--- src/rtl/gfsp_pkg.sv ---
package gfsp_pkg;

  localparam logic [7:0] ChDollar = 8'h24;
  localparam logic [7:0] ChG      = 8'h47;
  localparam logic [7:0] ChComma  = 8'h2C;
  localparam logic [7:0] ChPoint  = 8'h2E;
  localparam logic [7:0] ChN      = 8'h4E;
  localparam logic [7:0] ChS      = 8'h53;
  localparam logic [7:0] ChE      = 8'h45;
  localparam logic [7:0] ChW      = 8'h57;
  localparam logic [7:0] ChZero   = 8'h30;

  localparam logic [1:0] GNeeded     = 2'd3;
  localparam logic [2:0] HeaderLimit = 3'd5;

  localparam logic [7:0] MinSatReset = 8'd4;
  localparam logic [7:0] MaxSatReset = 8'd32;

  typedef enum logic [1:0] {
    CFG_MIN_SAT = 2'd0,
    CFG_MAX_SAT = 2'd1
  } cfg_idx_e;

  typedef struct packed {
    logic [15:0] lat_whole;
    logic [23:0] lat_fraction;
    logic [15:0] lon_whole;
    logic [23:0] lon_fraction;
    logic [7:0]  satellites;
    logic        lat_south;
    logic        lon_east;
    logic        fix_usable;
  } fix_t;

endpackage

--- src/rtl/gfsp_parser.sv ---
module gfsp_parser import gfsp_pkg::*; (
  input  logic       clk_i,
  input  logic       rst_ni,
  input  logic       byte_valid_i,
  input  logic [7:0] byte_i,
  input  logic [7:0] min_sat_i,
  input  logic [7:0] max_sat_i,
  output logic       fix_valid_o,
  output fix_t       fix_o
);

  localparam logic [3:0] PhIdle     = 4'd0;
  localparam logic [3:0] PhHeader   = 4'd1;
  localparam logic [3:0] PhSkipId   = 4'd2;
  localparam logic [3:0] PhSkipTime = 4'd3;
  localparam logic [3:0] PhLatWhole = 4'd4;
  localparam logic [3:0] PhLatFrac  = 4'd5;
  localparam logic [3:0] PhLatMark  = 4'd6;
  localparam logic [3:0] PhLatComma = 4'd7;
  localparam logic [3:0] PhLonWhole = 4'd8;
  localparam logic [3:0] PhLonFrac  = 4'd9;
  localparam logic [3:0] PhLonMark  = 4'd10;
  localparam logic [3:0] PhLonComma = 4'd11;
  localparam logic [3:0] PhSkipFix  = 4'd12;
  localparam logic [3:0] PhSats     = 4'd13;

  // acc*10 + c - '0'; low bits of the result depend only on low bits of acc
  function automatic logic [23:0] mac10(input logic [23:0] acc, input logic [7:0] c);
    mac10 = (acc << 3) + (acc << 1) + {16'd0, c} - {16'd0, ChZero};
  endfunction

  logic [3:0]  phase_q, phase_d;
  logic [2:0]  hdr_q, hdr_d;
  logic [1:0]  gcnt_q, gcnt_d;
  logic [15:0] lat_whole_q, lat_whole_d;
  logic [23:0] lat_frac_q, lat_frac_d;
  logic [15:0] lon_whole_q, lon_whole_d;
  logic [23:0] lon_frac_q, lon_frac_d;
  logic [7:0]  sat_q, sat_d;
  logic        south_q, south_d;
  logic        east_q, east_d;
  logic [2:0]  hdr_inc;
  logic [1:0]  g_inc;
  logic        emit;

  always_comb begin
    phase_d     = phase_q;
    hdr_d       = hdr_q;
    gcnt_d      = gcnt_q;
    lat_whole_d = lat_whole_q;
    lat_frac_d  = lat_frac_q;
    lon_whole_d = lon_whole_q;
    lon_frac_d  = lon_frac_q;
    sat_d       = sat_q;
    south_d     = south_q;
    east_d      = east_q;
    emit        = 1'b0;
    hdr_inc     = hdr_q + 3'd1;
    g_inc       = gcnt_q + ((byte_i == ChG) ? 2'd1 : 2'd0);
    if (byte_valid_i) begin
      unique case (phase_q)
        PhIdle: begin
          if (byte_i == ChDollar) begin
            hdr_d   = 3'd0;
            gcnt_d  = 2'd0;
            phase_d = PhHeader;
          end
        end
        PhHeader: begin
          hdr_d  = hdr_inc;
          gcnt_d = g_inc;
          if (g_inc == GNeeded) begin
            lat_whole_d = '0;
            lat_frac_d  = '0;
            lon_whole_d = '0;
            lon_frac_d  = '0;
            sat_d       = '0;
            south_d     = 1'b0;
            east_d      = 1'b0;
            phase_d     = PhSkipId;
          end else if (hdr_inc >= HeaderLimit) begin
            phase_d = PhIdle;
          end
        end
        PhSkipId, PhSkipTime, PhLatComma, PhLonComma, PhSkipFix: begin
          if (byte_i == ChComma) phase_d = phase_q + 4'd1;
        end
        PhLatWhole: begin
          if (byte_i == ChPoint) phase_d = PhLatFrac;
          else lat_whole_d = 16'(mac10({8'd0, lat_whole_q}, byte_i));
        end
        PhLatFrac: begin
          if (byte_i == ChComma) phase_d = PhLatMark;
          else lat_frac_d = mac10(lat_frac_q, byte_i);
        end
        PhLatMark: begin
          if (byte_i == ChN || byte_i == ChS) begin
            south_d = (byte_i == ChS);
            phase_d = PhLatComma;
          end
        end
        PhLonWhole: begin
          if (byte_i == ChPoint) phase_d = PhLonFrac;
          else lon_whole_d = 16'(mac10({8'd0, lon_whole_q}, byte_i));
        end
        PhLonFrac: begin
          if (byte_i == ChComma) phase_d = PhLonMark;
          else lon_frac_d = mac10(lon_frac_q, byte_i);
        end
        PhLonMark: begin
          if (byte_i == ChW || byte_i == ChE) begin
            east_d  = (byte_i == ChE);
            phase_d = PhLonComma;
          end
        end
        PhSats: begin
          if (byte_i == ChComma) begin
            emit    = 1'b1;
            phase_d = PhIdle;
          end else begin
            sat_d = 8'(mac10({16'd0, sat_q}, byte_i));
          end
        end
        default: phase_d = PhIdle;
      endcase
    end
  end

  always_ff @(posedge clk_i or negedge rst_ni) begin
    if (!rst_ni) begin
      phase_q     <= PhIdle;
      hdr_q       <= '0;
      gcnt_q      <= '0;
      lat_whole_q <= '0;
      lat_frac_q  <= '0;
      lon_whole_q <= '0;
      lon_frac_q  <= '0;
      sat_q       <= '0;
      south_q     <= 1'b0;
      east_q      <= 1'b0;
    end else begin
      phase_q     <= phase_d;
      hdr_q       <= hdr_d;
      gcnt_q      <= gcnt_d;
      lat_whole_q <= lat_whole_d;
      lat_frac_q  <= lat_frac_d;
      lon_whole_q <= lon_whole_d;
      lon_frac_q  <= lon_frac_d;
      sat_q       <= sat_d;
      south_q     <= south_d;
      east_q      <= east_d;
    end
  end

  assign fix_valid_o         = emit;
  assign fix_o.lat_whole     = lat_whole_q;
  assign fix_o.lat_fraction  = lat_frac_q;
  assign fix_o.lon_whole     = lon_whole_q;
  assign fix_o.lon_fraction  = lon_frac_q;
  assign fix_o.satellites    = sat_q;
  assign fix_o.lat_south     = south_q;
  assign fix_o.lon_east      = east_q;
  assign fix_o.fix_usable    = (min_sat_i <= sat_q) && (sat_q <= max_sat_i);

endmodule

--- src/rtl/gfsp_out_buf.sv ---
module gfsp_out_buf import gfsp_pkg::*; (
  input  logic clk_i,
  input  logic rst_ni,
  input  logic push_i,
  input  fix_t data_i,
  output logic full_o,
  output logic out_valid_o,
  output fix_t out_data_o,
  input  logic out_stall_i
);

  logic out_valid_q, out_valid_d;
  logic skid_valid_q, skid_valid_d;
  fix_t out_q, out_d;
  fix_t skid_q, skid_d;
  logic out_free;

  assign out_free = !out_valid_q || !out_stall_i;

  always_comb begin
    out_valid_d  = out_valid_q;
    skid_valid_d = skid_valid_q;
    out_d        = out_q;
    skid_d       = skid_q;
    if (out_free) begin
      if (skid_valid_q) begin
        out_d        = skid_q;
        out_valid_d  = 1'b1;
        skid_valid_d = 1'b0;
      end else if (push_i) begin
        out_d       = data_i;
        out_valid_d = 1'b1;
      end else begin
        out_valid_d = 1'b0;
      end
    end else if (push_i) begin
      // output held by receiver: park the new item
      skid_d       = data_i;
      skid_valid_d = 1'b1;
    end
  end

  always_ff @(posedge clk_i or negedge rst_ni) begin
    if (!rst_ni) begin
      out_valid_q  <= 1'b0;
      skid_valid_q <= 1'b0;
    end else begin
      out_valid_q  <= out_valid_d;
      skid_valid_q <= skid_valid_d;
    end
  end

  always_ff @(posedge clk_i) begin
    out_q  <= out_d;
    skid_q <= skid_d;
  end

  assign full_o      = skid_valid_q;
  assign out_valid_o = out_valid_q;
  assign out_data_o  = out_q;

endmodule

--- src/rtl/gps_fix_sentence_parser.sv ---
// GGA-style fix sentence parser.
// Input channel: one ASCII byte per item on rx_byte_i, taken at a clock edge
// with in_valid_i high and in_stall_o low. A byte can be taken every cycle while in_stall_o is low.
// Output channel: one fix item per sentence, presented with out_valid_o and
// taken at an edge where out_stall_i is low. The item is registered when the
// comma that ends the satellite field is taken, into the output register or,
// if that is held, into the skid entry; the parser state updates on every byte.
// Results go into an output register backed by one skid entry; in_stall_o
// rises only when both are occupied, i.e. after the receiver has stalled
// across two finished sentences. Bytes that finish no sentence are still
// taken while a result waits, as long as the skid entry is free.
// Configuration: cfg_we_i with cfg_idx_i 0 writes the minimum satellite
// count, 1 the maximum; other indexes are ignored. Write only when idle.
// Reset (rst_ni low, asynchronous) puts the parser in the wait-for-'$'
// state, empties the output buffer and loads min 4, max 32.
module gps_fix_sentence_parser import gfsp_pkg::*; (
  input  logic        clk_i,
  input  logic        rst_ni,
  input  logic        cfg_we_i,
  input  logic [1:0]  cfg_idx_i,
  input  logic [7:0]  cfg_data_i,
  input  logic        in_valid_i,
  output logic        in_stall_o,
  input  logic [7:0]  rx_byte_i,
  output logic        out_valid_o,
  input  logic        out_stall_i,
  output logic [15:0] lat_whole_o,
  output logic [23:0] lat_fraction_o,
  output logic [15:0] lon_whole_o,
  output logic [23:0] lon_fraction_o,
  output logic [7:0]  satellites_o,
  output logic        lat_south_o,
  output logic        lon_east_o,
  output logic        fix_usable_o
);

  logic [7:0] min_sat_q;
  logic [7:0] max_sat_q;
  logic       in_take;
  logic       fix_valid;
  fix_t       fix;
  fix_t       out_fix;

  always_ff @(posedge clk_i or negedge rst_ni) begin
    if (!rst_ni) begin
      min_sat_q <= MinSatReset;
      max_sat_q <= MaxSatReset;
    end else if (cfg_we_i) begin
      unique case (cfg_idx_i)
        CFG_MIN_SAT: min_sat_q <= cfg_data_i;
        CFG_MAX_SAT: max_sat_q <= cfg_data_i;
        default: ;
      endcase
    end
  end

  assign in_take = in_valid_i && !in_stall_o;

  gfsp_parser u_parser (
    .clk_i        (clk_i),
    .rst_ni       (rst_ni),
    .byte_valid_i (in_take),
    .byte_i       (rx_byte_i),
    .min_sat_i    (min_sat_q),
    .max_sat_i    (max_sat_q),
    .fix_valid_o  (fix_valid),
    .fix_o        (fix)
  );

  gfsp_out_buf u_out_buf (
    .clk_i       (clk_i),
    .rst_ni      (rst_ni),
    .push_i      (fix_valid),
    .data_i      (fix),
    .full_o      (in_stall_o),
    .out_valid_o (out_valid_o),
    .out_data_o  (out_fix),
    .out_stall_i (out_stall_i)
  );

  assign lat_whole_o    = out_fix.lat_whole;
  assign lat_fraction_o = out_fix.lat_fraction;
  assign lon_whole_o    = out_fix.lon_whole;
  assign lon_fraction_o = out_fix.lon_fraction;
  assign satellites_o   = out_fix.satellites;
  assign lat_south_o    = out_fix.lat_south;
  assign lon_east_o     = out_fix.lon_east;
  assign fix_usable_o   = out_fix.fix_usable;

`ifndef SYNTHESIS
  // the skid entry is only used behind a held output item
  a_skid_behind_out: assert property (@(posedge clk_i) disable iff (!rst_ni)
    in_stall_o |-> out_valid_o)
    else $error("skid entry occupied with empty output register");

  // a fresh result needs a byte taken on the cycle before
  a_result_from_byte: assert property (@(posedge clk_i) disable iff (!rst_ni)
    $rose(out_valid_o) |-> $past(in_valid_i && !in_stall_o))
    else $error("result appeared without an accepted byte");

  // skid fills only from a result pushed while the output was stalled
  a_skid_fill: assert property (@(posedge clk_i) disable iff (!rst_ni)
    $rose(in_stall_o) |-> $past(out_valid_o && out_stall_i && in_valid_i))
    else $error("skid entry filled without a stalled output");
`endif

endmodule

--- config.mk ---
export PLATFORM = sky130hd
export DESIGN_NAME = gps_fix_sentence_parser
export DESIGN_NICKNAME = d
export VERILOG_FILES = /design/src/rtl/gfsp_pkg.sv /design/src/rtl/gfsp_parser.sv /design/src/rtl/gfsp_out_buf.sv /design/src/rtl/gps_fix_sentence_parser.sv
export SDC_FILE = /design/constraint.sdc
export NUM_CORES = 1
export LEC_CHECK = 0
export BUFFER_PORTS_ARGS = -buffer_cell sky130_fd_sc_hd__buf_2
export CAP_MARGIN = 10
export CORE_UTILIZATION = 45
export CTS_CLUSTER_DIAMETER = 30
export DETAILED_ROUTE_END_ITERATION = 12
export PLACE_DENSITY = 0.59
export SLEW_MARGIN = 20
export SYNTH_ARGS = -nofsm -noshare
export SYNTH_HDL_FRONTEND = slang
export SYNTH_HIERARCHICAL = 1
export SYNTH_SLANG_ARGS = --single-unit
--- constraint.sdc ---
create_clock -name clk_i -period 19.7 [get_ports clk_i]
set_clock_uncertainty 0.1 [all_clocks]
set_input_delay 2.955 -clock clk_i [delete_from_list [all_inputs] [get_ports clk_i]]
set_output_delay 2.955 -clock clk_i [all_outputs]
set_load 0.02 [all_outputs]
==> results.cfg, run 1 <==
[sta]
tns_ns = 0
fmax_mhz = 163
setup_viol_count_final = 0
rsz0062_at_grt = false
tightest_slew_ns = 1.06
hold_viol = 0
period_share_pct = 31.1
fin_crit_ns = 6.12
maxSlewViolCount = 0
fin_ws_ns = 13.58
worst_slew_margin_rel_pct = 29.5

[grt]
grt_max_degree = 73
gr-total-overflow = 0
grtUsageTotal_pct = 20.1
grt_first_pass_wirelength_mm = 65.6
antenna_found_initial = 0
grt_pass1_vias = 12600

[logic_synthesis]
synth_ff_type = edfxtp_1
synth_cell_types = 73
synth_cells = 1584
synth_edf_count = 182
yosys_warnings = 6
yosys_register_bits = 299
netlist_area_um2 = 18000
yosysSeqAreaShare_pct = 46.7
synth_top_area_cell = edfxtp_1
yosys.area.top_type_share_pct = 30.4
synthTopCellsByArea = edfxtp_1 30%, dfrtp_1 16%, ha_1 15%, mux2_2 6.7%, inv_1 4.9%
synthArstFlopShare_pct = 39.1
syn_nets = 1854
postSynthAreaPerCell_um2 = 11.3

[layout]
design_area_um2 = 21600
areaGrowthSynthToFinish_pct = 20.3
fin_nets = 2009
final_cell_mix = 236 x inv_1, 218 x ha_1, 182 x edfxtp_1, 128 x nand2_1
antenna_cells = 0
drive_gt1_share_pct = 20.8
final_common_cell = inv_1
instances_no_fill = 2319
final_core_util_pct = 55.4

[setup_path]
worstSetupEndpointType = register
critPathLaunchType = primary input
path_class = in -> reg
reg2reg_from = u_out_buf/full_o
r2r_cells = 6
rrSetupSlack_ns = 15.03
r2r_end = u_out_buf/out_data_o[61]
required_ns = 20.10
arrival_ns = 6.52
cp_max_fo = 7

[die]
io_pins = 116
die_w_um = 202
initial_core_util_pct = 46.0
core_area_um2 = 39000
die_h_um = 202
die_area_um2 = 40700
rows = 72

[power_and_ir_drop]
power_density_nw_per_um2 = 191
p_sw_uw = 1630
pwr-share-clk_pct = 30.0
swShare_pct = 39.5
p_leak_uw = 0.00959
p_seq_share_pct = 20.7
comb_power_share_pct = 49.2
p_int_uw = 2500
peakVddDrop_uv = 133

[outcome]
status = completed

[clocking]
cts_root_buffer = clkbuf_16
cts_tree = done
cts.clk_slew.worst_paths_ns = 0.05
cts_buffer_depth = 3
cts_post_setup_buffers_inserted = 0
clkSinkCount = 299
h-tree-depth = 3
numCtsBuffers = 74
hold_buffers = 0
cts_resized = 0
clk_latency_ns = 0.58

[drt]
vias = 12200
drt_wl_total_mm = 39.0
ant_nets = 0
dr.pass1.iters = 7
wl_per_cell_um = 16.8
drt-initial-drc-count = 678
avgViaCountPerCell = 5.25
drc = 0

[placed_design]
gp_congestion = 0.866
post-place-ws_ns = 13.02
place_inst = 2181
place_area_um2 = 19000
dpl.hpwl_mm = 27.0
numPortBuffers = 115

[min_path]
hp-class = reg -> reg
min-delay-start = u_parser/lat_whole_q[15]
hold_path_end = u_out_buf/skid_q[90]
whs_path_depth = 0

[flow_run]
max_cap_viol_count = 0
-- layout make-up --
class | instances | area [um2]
fill | 3340 | 17400
clock buffer | 86 | 1930
timing repair buffer | 124 | 646
sequential | 299 | 8400
tap | 518 | 648
inverter | 236 | 886
clock inverter | 52 | 644
multi-input combinational | 1004 | 8450
-- routing by layer --
layer	wire, um	vias up	track usage, %
met2	18000	257	31.9
met1	18400	5919	27.1
met4	859	0	7.39
li1	-	5939	-
met5	0	-	0
met3	1720	62	4.11
-- power by group through the flow --
stage | clock network [uW] | logic [uW] | registers, uW
finish | 1240 | 2040 | 858
global route | 1300 | 2320 | 874
CTS | 1270 | 2030 | 861
detailed placement | 0 | 2000 | 869
global placement | 0 | 1970 | 867
floorplan | 0 | 1620 | 830
-- synth_stat cells, drive strengths merged, types with 11 or more instances --
| master | number |
|---|---|
| a22o | 18 |
| buf | 21 |
| nor3 | 20 |
| inv | 236 |
| mux2 | 107 |
| dfrtp | 115 |
| nor2b | 16 |
| nand2b | 11 |
| fa | 29 |
| a21oi | 68 |
| o31ai | 24 |
| ha | 218 |
| edfxtp | 182 |
| clkbuf | 24 |
| nand2 | 129 |
| xnor2 | 41 |
| xor2 | 29 |
| nand4 | 17 |
| nand3 | 18 |
| o21ai | 90 |
| a21o | 27 |
| nor2 | 33 |
-- registers in the layout, indices dropped and copies added (netlist names), 16 cells and up --
signal,cells
u_out_buf/out_data_o,91
u_parser/lat_frac_q,24
u_parser/lon_frac_q,24
u_parser/lon_whole_q,16
u_parser/lat_whole_q,16
u_out_buf/skid_q,91
-- worst max-delay path by stage --
stage / start / endpoint / slack, ns / cells after the start
floorplan: rx_byte_i[6] / u_out_buf/out_data_o[0] / 10.27 / 5
global placement: rx_byte_i[3] / u_parser/lon_frac_q[17] / 13.09 / 15
detailed placement: rx_byte_i[3] / u_parser/lon_frac_q[17] / 13.02 / 15
CTS: rx_byte_i[3] / u_parser/lon_frac_q[17] / 13.61 / 15
global route: rx_byte_i[3] / u_parser/lon_frac_q[17] / 13.28 / 15
finish: rx_byte_i[3] / u_parser/lon_frac_q[17] / 13.58 / 15
-- kinds of logic after synthesis --
family	count (synthesis)	share of synthesized area, %
simple gates	283	7.74
mux	110	6.88
compound gates	294	10.5
flops	299	46.7
xor+xnor	70	3.41
buf+inv	281	6.36
fa+ha+maj	247	18.4
-- critical path: stages --
cell and delay [ns]:
buf_2 0.24, inv_1 0.18, fa_1 0.56, inv_1 0.04
ha_1 0.27, ha_1 0.18, inv_1 0.06, fa_1 0.38
nand2b_1 0.20, a211oi_1 0.31, nor2b_1 0.13, o21ai_0 0.31
a31oi_1 0.20, or4_1 0.43, nand2_1 0.08
-- stage by stage --
| stage | power [uW] | hold WS, ns |
|---|---|---|
| floorplan | 2450 | 0.343 |
| global placement | 2840 | 0.363 |
| detailed placement | 2870 | 0.367 |
| CTS | 4160 | 0.379 |
| global route | 4490 | 0.395 |
| finish | 4140 | 0.373 |
(Power assumes the default switching activity.)
==> run 2: changes to the inputs <==
ABC_AREA = 1   (was default)
clock period = 5.7 ns   (was 19.7 ns; I/O delays follow)
==> results.cfg, run 2 <==
[sta]
setup_viol_count_final = 0
hold_viol = 0
period_share_pct = 58.6
timing.hold.ws_ns = 0.0972
rsz0062_at_grt = false
fin_crit_ns = 3.34
maxSlewViolCount = 0
worst_slew_margin_rel_pct = 32.7
tightest_slew_ns = 1.01
tns_ns = 0
fmax_mhz = 299

[drt]
drt_wl_total_mm = 43.7
ant_nets = 0
avgViaCountPerCell = 4.95
drc = 7
drt-initial-drc-count = 704
dr.pass1.iters = 11
vias = 14600
wl_per_cell_um = 14.8

[logic_synthesis]
synth_xor_area_share_pct = 1.90
synth_cells = 2189
yosys_register_bits = 299
yosysSeqAreaShare_pct = 44.5
synth_mux_area_share_pct = 0
synth_edf_count = 182
postSynthAreaPerCell_um2 = 8.63
synthTopCellsByArea = edfxtp_1 29%, dfrtp_1 15%, nand2_1 15%, ha_1 14%, inv_1 7.0%
netlist_area_um2 = 18900
synthArstFlopShare_pct = 39.1
yosys_warnings = 6
yosysMostFrequentCell = nand2_1
synth_ff_type = edfxtp_1
synth_adder_area_share_pct = 17.5
syn_nets = 2459
synth_cell_types = 42
synth_top_family_by_area = simple AND/OR/NAND/NOR gates
synth-compound-area-share_pct = 4.24
synthSimpleGateAreaFrac_pct = 23.3
yosys-top-cells-count = 764 x nand2_1, 354 x inv_1, 218 x ha_1
synth_top_area_cell = edfxtp_1
yosys.area.top_type_share_pct = 28.9

[grt]
grt_pass1_vias = 14700
antenna_found_initial = 1
grtUsageTotal_pct = 21.5
grt_first_pass_wirelength_mm = 72.5
grt_max_degree = 82
gr-total-overflow = 0

[outcome]
status = finished, violations left
violations = DRC

[clocking]
clk_latency_ns = 0.59
cts_buffer_depth = 3
h-tree-depth = 3
cts_root_buffer = clkbuf_16
numCtsBuffers = 72
cts_resized = 0
hold_buffers = 0
cts_post_setup_buffers_inserted = 0
cts.clk_slew.worst_paths_ns = 0.05
cts_tree = done
clkSinkCount = 299

[die]
core_area_um2 = 41100
die_w_um = 207
die_area_um2 = 42800
rows = 74
initial_core_util_pct = 45.9
die_h_um = 207
io_pins = 116

[min_path]
hp-class = in -> async

[power_and_ir_drop]
p_leak_uw = 0.0115
peakVddDrop_uv = 326
power_density_nw_per_um2 = 375
fin_total_pwr_uw = 8400

[layout]
final_common_cell = nand2_1
fill_cells = 3803
drive_gt1_share_pct = 11.6
final_cell_mix = 764 x nand2_1, 354 x inv_1, 218 x ha_1, 182 x edfxtp_1, 117 x nor2_1
instances_no_fill = 2946
areaGrowthSynthToFinish_pct = 18.7
antenna_cells = 0
final_core_util_pct = 54.5
fin_nets = 2624
multi_input_area_um2 = 8880
final-seq-area_um2 = 8400

[placed_design]
place_inst = 2812
gp_congestion = 0.936
numPortBuffers = 115
dpl.hpwl_mm = 31.5

[setup_path]
worstSetupEndpointType = register
path_class = in -> reg
arrival_ns = 3.72
cp_max_fo = 6
critPathLaunchType = primary input
required_ns = 6.08

[flow_run]
max_cap_viol_count = 0
## run 2: where the power goes
group | switching (uW) | internal, uW | leakage (uW)
Clock | 1330 | 2700 | 0.00116
Combinational | 1310 | 660 | 0.00693
Sequential | 45.7 | 2360 | 0.00341
Total | 2690 | 5710 | 0.0115
## run 2: cell type report
class	count	area share (%)
flip-flops and latches	299	37.5
clock inverters	45	2.48
inverters	363	6.09
well taps	532	2.97
clock buffers	89	8.41
multi-input cells	1495	39.6
repair buffers	123	2.96
## run 2: path summary, 6_finish.rpt
path | start | end | slack [ns] | cells past startpoint
worst max-delay path | rx_byte_i[3] | u_parser/lat_frac_q[19] | 2.36 | 18
worst min-delay path | rst_ni | u_parser/lon_frac_q[11] | 0.1 | 1
worst max register to register | u_parser/lat_frac_q[2] | u_parser/lat_frac_q[19] | 2.60 | 17
worst min register to register | max_sat_q[5] | max_sat_q[5] | 0.36 | 2
max in group asynchronous | rst_ni | u_parser/lat_frac_q[10] | 4.34 | 2
min in group clk_i | max_sat_q[5] | max_sat_q[5] | 0.36 | 2
## run 2: per-stage QoR
step | area [um2] | setup slack [ns]
5_1_grt | 22400 | 2.05
6_report | 22400 | 2.36
4_1_cts | 22400 | 2.36
2_1_floorplan | 18900 | 1.07
3_5_place_dp | 20000 | 1.74
3_3_place_gp | 20000 | 1.81
## run 2: kinds of logic (layout without fill, tap and decap cells)
logic type                 Yosys count  after routing
adders and majority gates          247            247
AOI/OAI and AO/OA                  144            144
buffers and inverters              395            620
xor gates and xnor gates            41             41
and+or+nand+nor                   1063           1063
DFF                                299            299
## run 2: worst max-delay path: stages
cell and delay [ns]:
buf_2 0.24, inv_1 0.20, fa_1 0.56, inv_1 0.04, ha_1 0.27, ha_1 0.21, inv_1 0.07, fa_1 0.43
inv_1 0.10, nand3_1 0.07, nand3_1 0.15, nand2_1 0.07, nand2_1 0.11, nand2_1 0.10, nand2_1 0.08, nand2_1 0.05
nand3_1 0.08, nand2_1 0.05
## run 2: per-layer routing
layer  global-route usage [%]  share of wire (%)  up-vias
met5                        0              0.030        -
met4                     7.79                2.3        2
met3                     4.14                5.3       71
met2                     34.8                 46      347
met1                     28.7                 47     6798
li1                         -                  -     7376
